==> src/rtl/smsc_pkg.sv <==
// Shared types, opcodes and sizes for the single-cycle MIPS subset core.
package smsc_pkg;

   localparam int DATA_MEM_BYTES_DEF = 65536;
   localparam int XLEN               = 32;
   localparam int REG_COUNT          = 32;
   localparam int REG_ADDR_W         = 5;

   localparam logic CMD_EXEC    = 1'b0;
   localparam logic CMD_PRELOAD = 1'b1;

   localparam logic [5:0] OP_SPECIAL = 6'd0;
   localparam logic [5:0] OP_J       = 6'd2;
   localparam logic [5:0] OP_BEQ     = 6'd4;
   localparam logic [5:0] OP_ADDIU   = 6'd9;
   localparam logic [5:0] OP_LW      = 6'd35;
   localparam logic [5:0] OP_SW      = 6'd43;

   localparam logic [5:0] FN_ADDU = 6'd33;
   localparam logic [5:0] FN_SUBU = 6'd35;
   localparam logic [5:0] FN_AND  = 6'd36;
   localparam logic [5:0] FN_OR   = 6'd37;
   localparam logic [5:0] FN_NOR  = 6'd39;

   localparam logic [XLEN-1:0] HALT_WORD = 32'hFFFF_FFFF;

   typedef struct packed {
      logic        cmd;
      logic [31:0] instr_word;
      logic [15:0] load_addr;
      logic [7:0]  load_byte;
   } req_type;

   typedef struct packed {
      logic [31:0] cur_pc;
      logic [31:0] next_pc;
      logic        reg_wr_en;
      logic [4:0]  reg_wr_addr;
      logic [31:0] reg_wr_data;
      logic        mem_wr_en;
      logic [31:0] mem_wr_addr;
      logic [31:0] mem_wr_data;
      logic        halted;
   } rsp_type;

   // Register file write port, also used as a forwarding entry.
   typedef struct packed {
      logic                  en;
      logic [REG_ADDR_W-1:0] addr;
      logic [XLEN-1:0]       data;
   } rf_wr_type;

   // Data memory access command.
   typedef struct packed {
      logic            rd;
      logic            wr_word;
      logic            wr_byte;
      logic [XLEN-1:0] addr;
      logic [XLEN-1:0] data;
   } dmem_cmd_type;

endpackage

==> src/rtl/smsc_ram.sv <==
// Generic single-port-write, single-port-read RAM with registered read data.
module smsc_ram #(
   parameter int WIDTH = 8,
   parameter int DEPTH = 256
) (
   input  logic                     clock,
   input  logic                     wr_en,
   input  logic [$clog2(DEPTH)-1:0] wr_addr,
   input  logic [WIDTH-1:0]         wr_data,
   input  logic                     rd_en,
   input  logic [$clog2(DEPTH)-1:0] rd_addr,
   output logic [WIDTH-1:0]         rd_data
);

   logic [WIDTH-1:0] mem_ff [DEPTH];
   logic [WIDTH-1:0] rd_data_ff;

   always_ff @(posedge clock) begin
      if (wr_en) begin
         mem_ff[wr_addr] <= wr_data;
      end
      if (rd_en) begin
         rd_data_ff <= mem_ff[rd_addr];
      end
   end

   assign rd_data = rd_data_ff;

endmodule

==> src/rtl/smsc_rf.sv <==
// Register file: two RAM copies for two read ports, valid bits for reset-to-zero.
module smsc_rf (
   input  logic                             clock,
   input  logic                             reset,
   input  logic                             rd_en,
   input  logic [smsc_pkg::REG_ADDR_W-1:0]  rs_addr,
   input  logic [smsc_pkg::REG_ADDR_W-1:0]  rt_addr,
   input  smsc_pkg::rf_wr_type              wr,
   output logic [smsc_pkg::XLEN-1:0]        rs_data,
   output logic [smsc_pkg::XLEN-1:0]        rt_data
);

   logic [smsc_pkg::REG_COUNT-1:0] valid_ff;
   logic                           rs_ok_ff;
   logic                           rt_ok_ff;
   logic [smsc_pkg::XLEN-1:0]      rs_ram;
   logic [smsc_pkg::XLEN-1:0]      rt_ram;

   smsc_ram #(
      .WIDTH (smsc_pkg::XLEN),
      .DEPTH (smsc_pkg::REG_COUNT)
   ) u_ram_rs (
      .clock   (clock),
      .wr_en   (wr.en),
      .wr_addr (wr.addr),
      .wr_data (wr.data),
      .rd_en   (rd_en),
      .rd_addr (rs_addr),
      .rd_data (rs_ram)
   );

   smsc_ram #(
      .WIDTH (smsc_pkg::XLEN),
      .DEPTH (smsc_pkg::REG_COUNT)
   ) u_ram_rt (
      .clock   (clock),
      .wr_en   (wr.en),
      .wr_addr (wr.addr),
      .wr_data (wr.data),
      .rd_en   (rd_en),
      .rd_addr (rt_addr),
      .rd_data (rt_ram)
   );

   // Mark written entries; capture validity alongside the RAM read.
   always_ff @(posedge clock) begin
      if (reset) begin
         valid_ff <= '0;
         rs_ok_ff <= 1'b0;
         rt_ok_ff <= 1'b0;
      end else begin
         if (wr.en) begin
            valid_ff[wr.addr] <= 1'b1;
         end
         if (rd_en) begin
            rs_ok_ff <= valid_ff[rs_addr];
            rt_ok_ff <= valid_ff[rt_addr];
         end
      end
   end

   assign rs_data = rs_ok_ff ? rs_ram : '0;
   assign rt_data = rt_ok_ff ? rt_ram : '0;

endmodule

==> config.mk <==
export PLATFORM = sky130hd
export DESIGN_NAME = smsc_rf
export DESIGN_NICKNAME = d
export VERILOG_FILES = /design/src/rtl/smsc_pkg.sv /design/src/rtl/smsc_ram.sv /design/src/rtl/smsc_rf.sv
export SDC_FILE = /design/constraint.sdc
export NUM_CORES = 1
export LEC_CHECK = 0
export BUFFER_PORTS_ARGS = -buffer_cell sky130_fd_sc_hd__buf_2
export CORE_MARGIN = 2
export CORE_UTILIZATION = 42
export DETAILED_ROUTE_END_ITERATION = 16
export MAX_ROUTING_LAYER = met4
export PLACE_DENSITY_LB_ADDON = 0.12
export SLEW_MARGIN = 20
export SYNTH_ARGS = -nofsm -noshare
export SYNTH_HDL_FRONTEND = slang
export SYNTH_SLANG_ARGS = --single-unit
==> constraint.sdc <==
create_clock -name clock -period 4.4 [get_ports clock]
set_input_delay 0.44 -clock clock [delete_from_list [all_inputs] [get_ports clock]]
set_output_delay 0.44 -clock clock [all_outputs]
set_load 0.05 [all_outputs]
After elaboration in Yosys (flattened, before gate mapping)
Memory sizes are Yosys's and may differ from the RTL's. A register that Yosys moved wholly into a read port is not among the register bits.
Index checks and enable logic that the tools add are counted.
Storage, ports and cells
  register bits: 34
  memories kept: 2
  output and inout port bits: 64
  word-level logic and storage cells: 21
  memory bits (writable): 2048
Memory list
  u_ram_rs.mem_ff: depth 32, width 32, read ports 1, clocked after memory_dff 1, write ports 1, RTL line smsc_ram.sv:15  | logic [WIDTH-1:0] mem_ff [DEPTH];
  u_ram_rt.mem_ff: depth 32, width 32, read ports 1, clocked after memory_dff 1, write ports 1, RTL line smsc_ram.sv:15
Cells by class
  mux-type cells: 10
  $lt $le $gt $ge: 4
  reduce and logical (&&, ||, !) cells: 1
  bitwise logic cells: 1
Operators with widths (number)
  32-bit 2-to-1 mux: 2
  32-bit OR: 1
  5-bit by 6-bit < comparator with 1-bit output (second input constant): 3
  1-bit binary-select mux with 5-bit select: 2
  1-bit demux with 5-bit select: 1
  5-bit by 1-bit greater-or-equal comparator with 1-bit output (second input constant): 1
  1-bit 2-to-1 mux: 5
  1-bit logical AND: 1

Longest topological paths before layout
  word-level depth: 5
  mapped depth: 9

Modules after synthesis
A second synthesis with hierarchy kept.
Second synthesis, totals
  cell total of the unflattened synthesis: 4795
  area, all modules: 83797.9 um2
Modules (own cells, without submodules)
  smsc_ram: sequential area each 31710.4 um2, cells each 2260, instances 2, area an instance 40805.4 um2
  smsc_rf: sequential area each 680.7 um2, cells each 275, instances 1, area an instance 2187.1 um2

Worst setup path after synthesis
OpenSTA, ideal clock, no wires.
  path type: input to register
  start point: input wr[32] (netlist name)
  end point: memory u_ram_rt.mem_ff[24][0] (netlist name) (enable)
  required time: 3977 ps
  stages: 3
  library setup time: 423 ps
  setup slack: 1494 ps
  data arrival time: 2484 ps
  cell sequence: or3b_2 -> clkbuf_1 -> nor2_1
RTL lines
  from (decl): RTL line smsc_rf.sv:8  | input smsc_pkg::rf_wr_type wr,
  to (decl): RTL line smsc_ram.sv:15
No word-level cell before the write port.

Final worst setup path
  start point: register rt_ok_ff
  end point: output rt_data[10] (netlist name)
Between the ends
  cells in the longest elaborated chain, start to end: 1
Ends and longest elaborated chain
  from (decl): RTL line smsc_rf.sv:15  | logic rt_ok_ff;
  from (signal assigned): RTL line smsc_rf.sv:57  | rt_ok_ff <= valid_ff[rt_addr];
  32-bit 2-to-1 mux: RTL line smsc_rf.sv:63  | assign rt_data = rt_ok_ff ? rt_ram : '0;
  to (decl): RTL line smsc_rf.sv:10  | output logic [smsc_pkg::XLEN-1:0] rt_data
Every way passes these cells.

==> flow_metrics.env <==
export IMPL_hold_viol_final=0
export IMPL_skew_ns=0.0194
export IMPL_nets=2461
export IMPL_coreArea_sq_um=120000
export IMPL_routed_wl_um=155000
export IMPL_layout_commonest_cell="edfxtp_1"
export IMPL_drt_iter0_markers=3316
export IMPL_critPathKind="reg -> out"
export IMPL_gr_usage_all_layers=0.262
export IMPL_overflow=0
export IMPL_p_total_mw=23.5
export IMPL_hold_start="reset"
export IMPL_wl_per_cell_um=37.7
export IMPL_place_congestion=0.783
export IMPL_path_buf_inv=1
export IMPL_cts_hold_buffers_added=0
export IMPL_numPlacedInstances=3901
export IMPL_cp_cell_sequence="and2_1 -> buf_2"
export IMPL_seq_area_frac_synth=0.657
export IMPL_clockBufferDepth=3
export IMPL_cts_sinks=1122
export IMPL_startpoint_type="flip-flop"
export IMPL_path_delay_family="flip-flops"
export IMPL_start_util=0.423
export IMPL_max_stage_delay_ns=1.03
export IMPL_rsz0062_at_grt="no"
export IMPL_yosys_top_cells_area="edfxtp_1 (64%), mux4_2 (28%), mux2_2 (1.4%)"
export IMPL_vias_per_cell=6.48
export IMPL_fin_tns_setup_ns=0
export IMPL_cts_root_buf="clkbuf_16"
export IMPL_grt_max_degree=73
export IMPL_hp_class="in -> reg"
export IMPL_syn_cell_area_sq_um=50700
export IMPL_htree_levels=3
export IMPL_clock_fmax_ghz=0.338
export IMPL_p_leak_nw=18.0
export IMPL_dp_hpwl_um=83900
export IMPL_worst_pin_slew_ns=1.13
export IMPL_layout_worst_path_cycle_share=0.672
export IMPL_ant_nets=0
export IMPL_r2r_slack_ns=2.39
export IMPL_min_path_cells=2
export IMPL_relSlewSlack=0.248
export IMPL_grt_pass1_wl_um=215000
export IMPL_cts_setup_buffers=0
export IMPL_post_route_util=0.481
export IMPL_setup_violations=0
export IMPL_drive_gt1_frac=0.440
export IMPL_die_area_sq_um=124000
export IMPL_cts_clk_slew_worst_paths_ns=0.06
export IMPL_p_per_area_nw_per_um2=408
export IMPL_final_cell_mix="edfxtp_1 (1088), mux4_2 (640), clkbuf_16 (121)"
export IMPL_grt_pass1_vias=27700
export IMPL_top_layer_used="met4"
export IMPL_ir_drop_uv=383
export IMPL_synthesis_nets=2300
export IMPL_synth_seq_cells=1122
export IMPL_cp_data_required_time_ns=3.96
export IMPL_wl_met3_um=12900
export IMPL_cts_resized=0
export IMPL_syn_inst=2249
export IMPL_yosysWarnings=0
export IMPL_syn_to_final_growth_pct=13.6
export IMPL_rows=127
export IMPL_synth_area_leader_cell="edfxtp_1"
export IMPL_yosysTopAreaCellShare=0.644
export IMPL_grt_antenna_before_repair=17
export IMPL_crit_fanout=33
export IMPL_die_w_um=352
export IMPL_ioPinCount=115
export IMPL_timing_rr_end="u_ram_rs.rd_data[1]$_DFFE_PP_"
export IMPL_drc=0
export IMPL_min_to="valid_ff[22]$_SDFFE_PP0P_"
export IMPL_reg2reg_from="u_ram_rt.mem_ff[3][1]$_DFFE_PP_"
export IMPL_clock_latency_ns=0.72
export IMPL_worst_r2r_cell_count=3
export IMPL_drt_pre_antenna_iters=7
export IMPL_cts_tree="done"
export IMPL_io_buffers=114
export IMPL_maxCapViolations=0
export IMPL_cp_data_arrival_time_ns=2.52
export IMPL_maxSlewViolCount=0
export IMPL_ys_types=24
export IMPL_finalCriticalPeriod_ns=2.96
export IMPL_die_y_um=352
export IMPL_slowest_stage="dfxtp_2"
export IMPL_dr_wl_met2_um=74400
export IMPL_syn_area_per_cell_sq_um=22.6
export IMPL_cts_buffers_inserted=119
export IMPL_vias=26700
export IMPL_status="completed"
export IMPL_wl_met1_um=63700
export IMPL_fin_cells=4123
export IMPL_endpoint_kind="output pin"
cell usage after synthesis:
cell type / number
mux2_2: 64
dfxtp_1: 34
and2_1: 66
clkbuf_1: 73
a22oi_1: 8
nand3b_1: 5
buf_1: 25
a21oi_1: 6
a211oi_1: 2
buf_2: 50
nor2_1: 102
or3b_2: 2
edfxtp_1: 1088
or3_1: 1
buf_4: 1
nand2b_1: 4
mux2i_1: 32
nor2b_1: 4
a311oi_1: 2
nand2_1: 12
mux4_2: 640
nand3_1: 10
buf_6: 16
and3_1: 2
worst max path at each step:
stage	end	slack (ns)	from	cells after the start
after detailed placement	u_ram_rt.rd_data[5]$_DFFE_PP_	1.33	rt_addr[0]	5
after floorplan	u_ram_rt.mem_ff[24][0]$_DFFE_PP_	1.49	wr[32]	3
after CTS	rt_data[10]	1.39	rt_ok_ff$_SDFFE_PP0P_	2
after global routing	rt_data[10]	1.33	rt_ok_ff$_SDFFE_PP0P_	2
after global placement	u_ram_rt.rd_data[5]$_DFFE_PP_	1.33	rt_addr[0]	5
final	rt_data[10]	1.44	rt_ok_ff$_SDFFE_PP0P_	2
metal layers:
layer  global-route usage  vias to the layer above
met5                    -                        -
met4               0.0737                        0
met3               0.0503                      277
met2                0.403                     1359
met1                0.359                    14800
li1                     -                    10200
cell type report:
cell class | count | area, sq um
Sequential cell | 1122 | 33400
Clock buffer | 156 | 3210
Fill cell | 9702 | 62300
Tap cell | 1612 | 2020
Multi-Input combinational cell | 962 | 16800
Timing Repair Buffer | 205 | 1830
Clock inverter | 59 | 404
Antenna cell | 7 | 17.5
sequential cells by signal (all words and copies together), names as in the netlist:
signal / flops
u_ram_rt.mem_ff: 992
u_ram_rs.mem_ff: 32
u_ram_rs.rd_data: 32
u_ram_rt.rd_data: 32
valid_ff: 32
rs_ok_ff: 1
rt_ok_ff: 1
cell families after synthesis:
group	share of synthesized area
muxes	0.305
DFF	0.657
and+or+nand+nor	0.0200
buffers and inverters	0.0159
AOI/OAI and AO/OA	0.00242
report_power, final:
group / internal [mW] / switching, mW / total (mW)
Combinational: 0.873 / 1.07 / 1.94
Sequential: 11.9 / 0.125 / 12.1
Clock: 5.37 / 4.16 / 9.53
metrics by stage:
step	setup slack (ns)	hold slack, ns	instance area (sq um)
3_3_place_gp	1.33	0.475	54000
4_1_cts	1.39	0.176	57600
3_5_place_dp	1.33	0.489	54000
5_1_grt	1.33	0.223	57700
2_1_floorplan	1.49	0.462	50700
6_report	1.44	0.218	57700
Power figures use the tool's default switching activity.
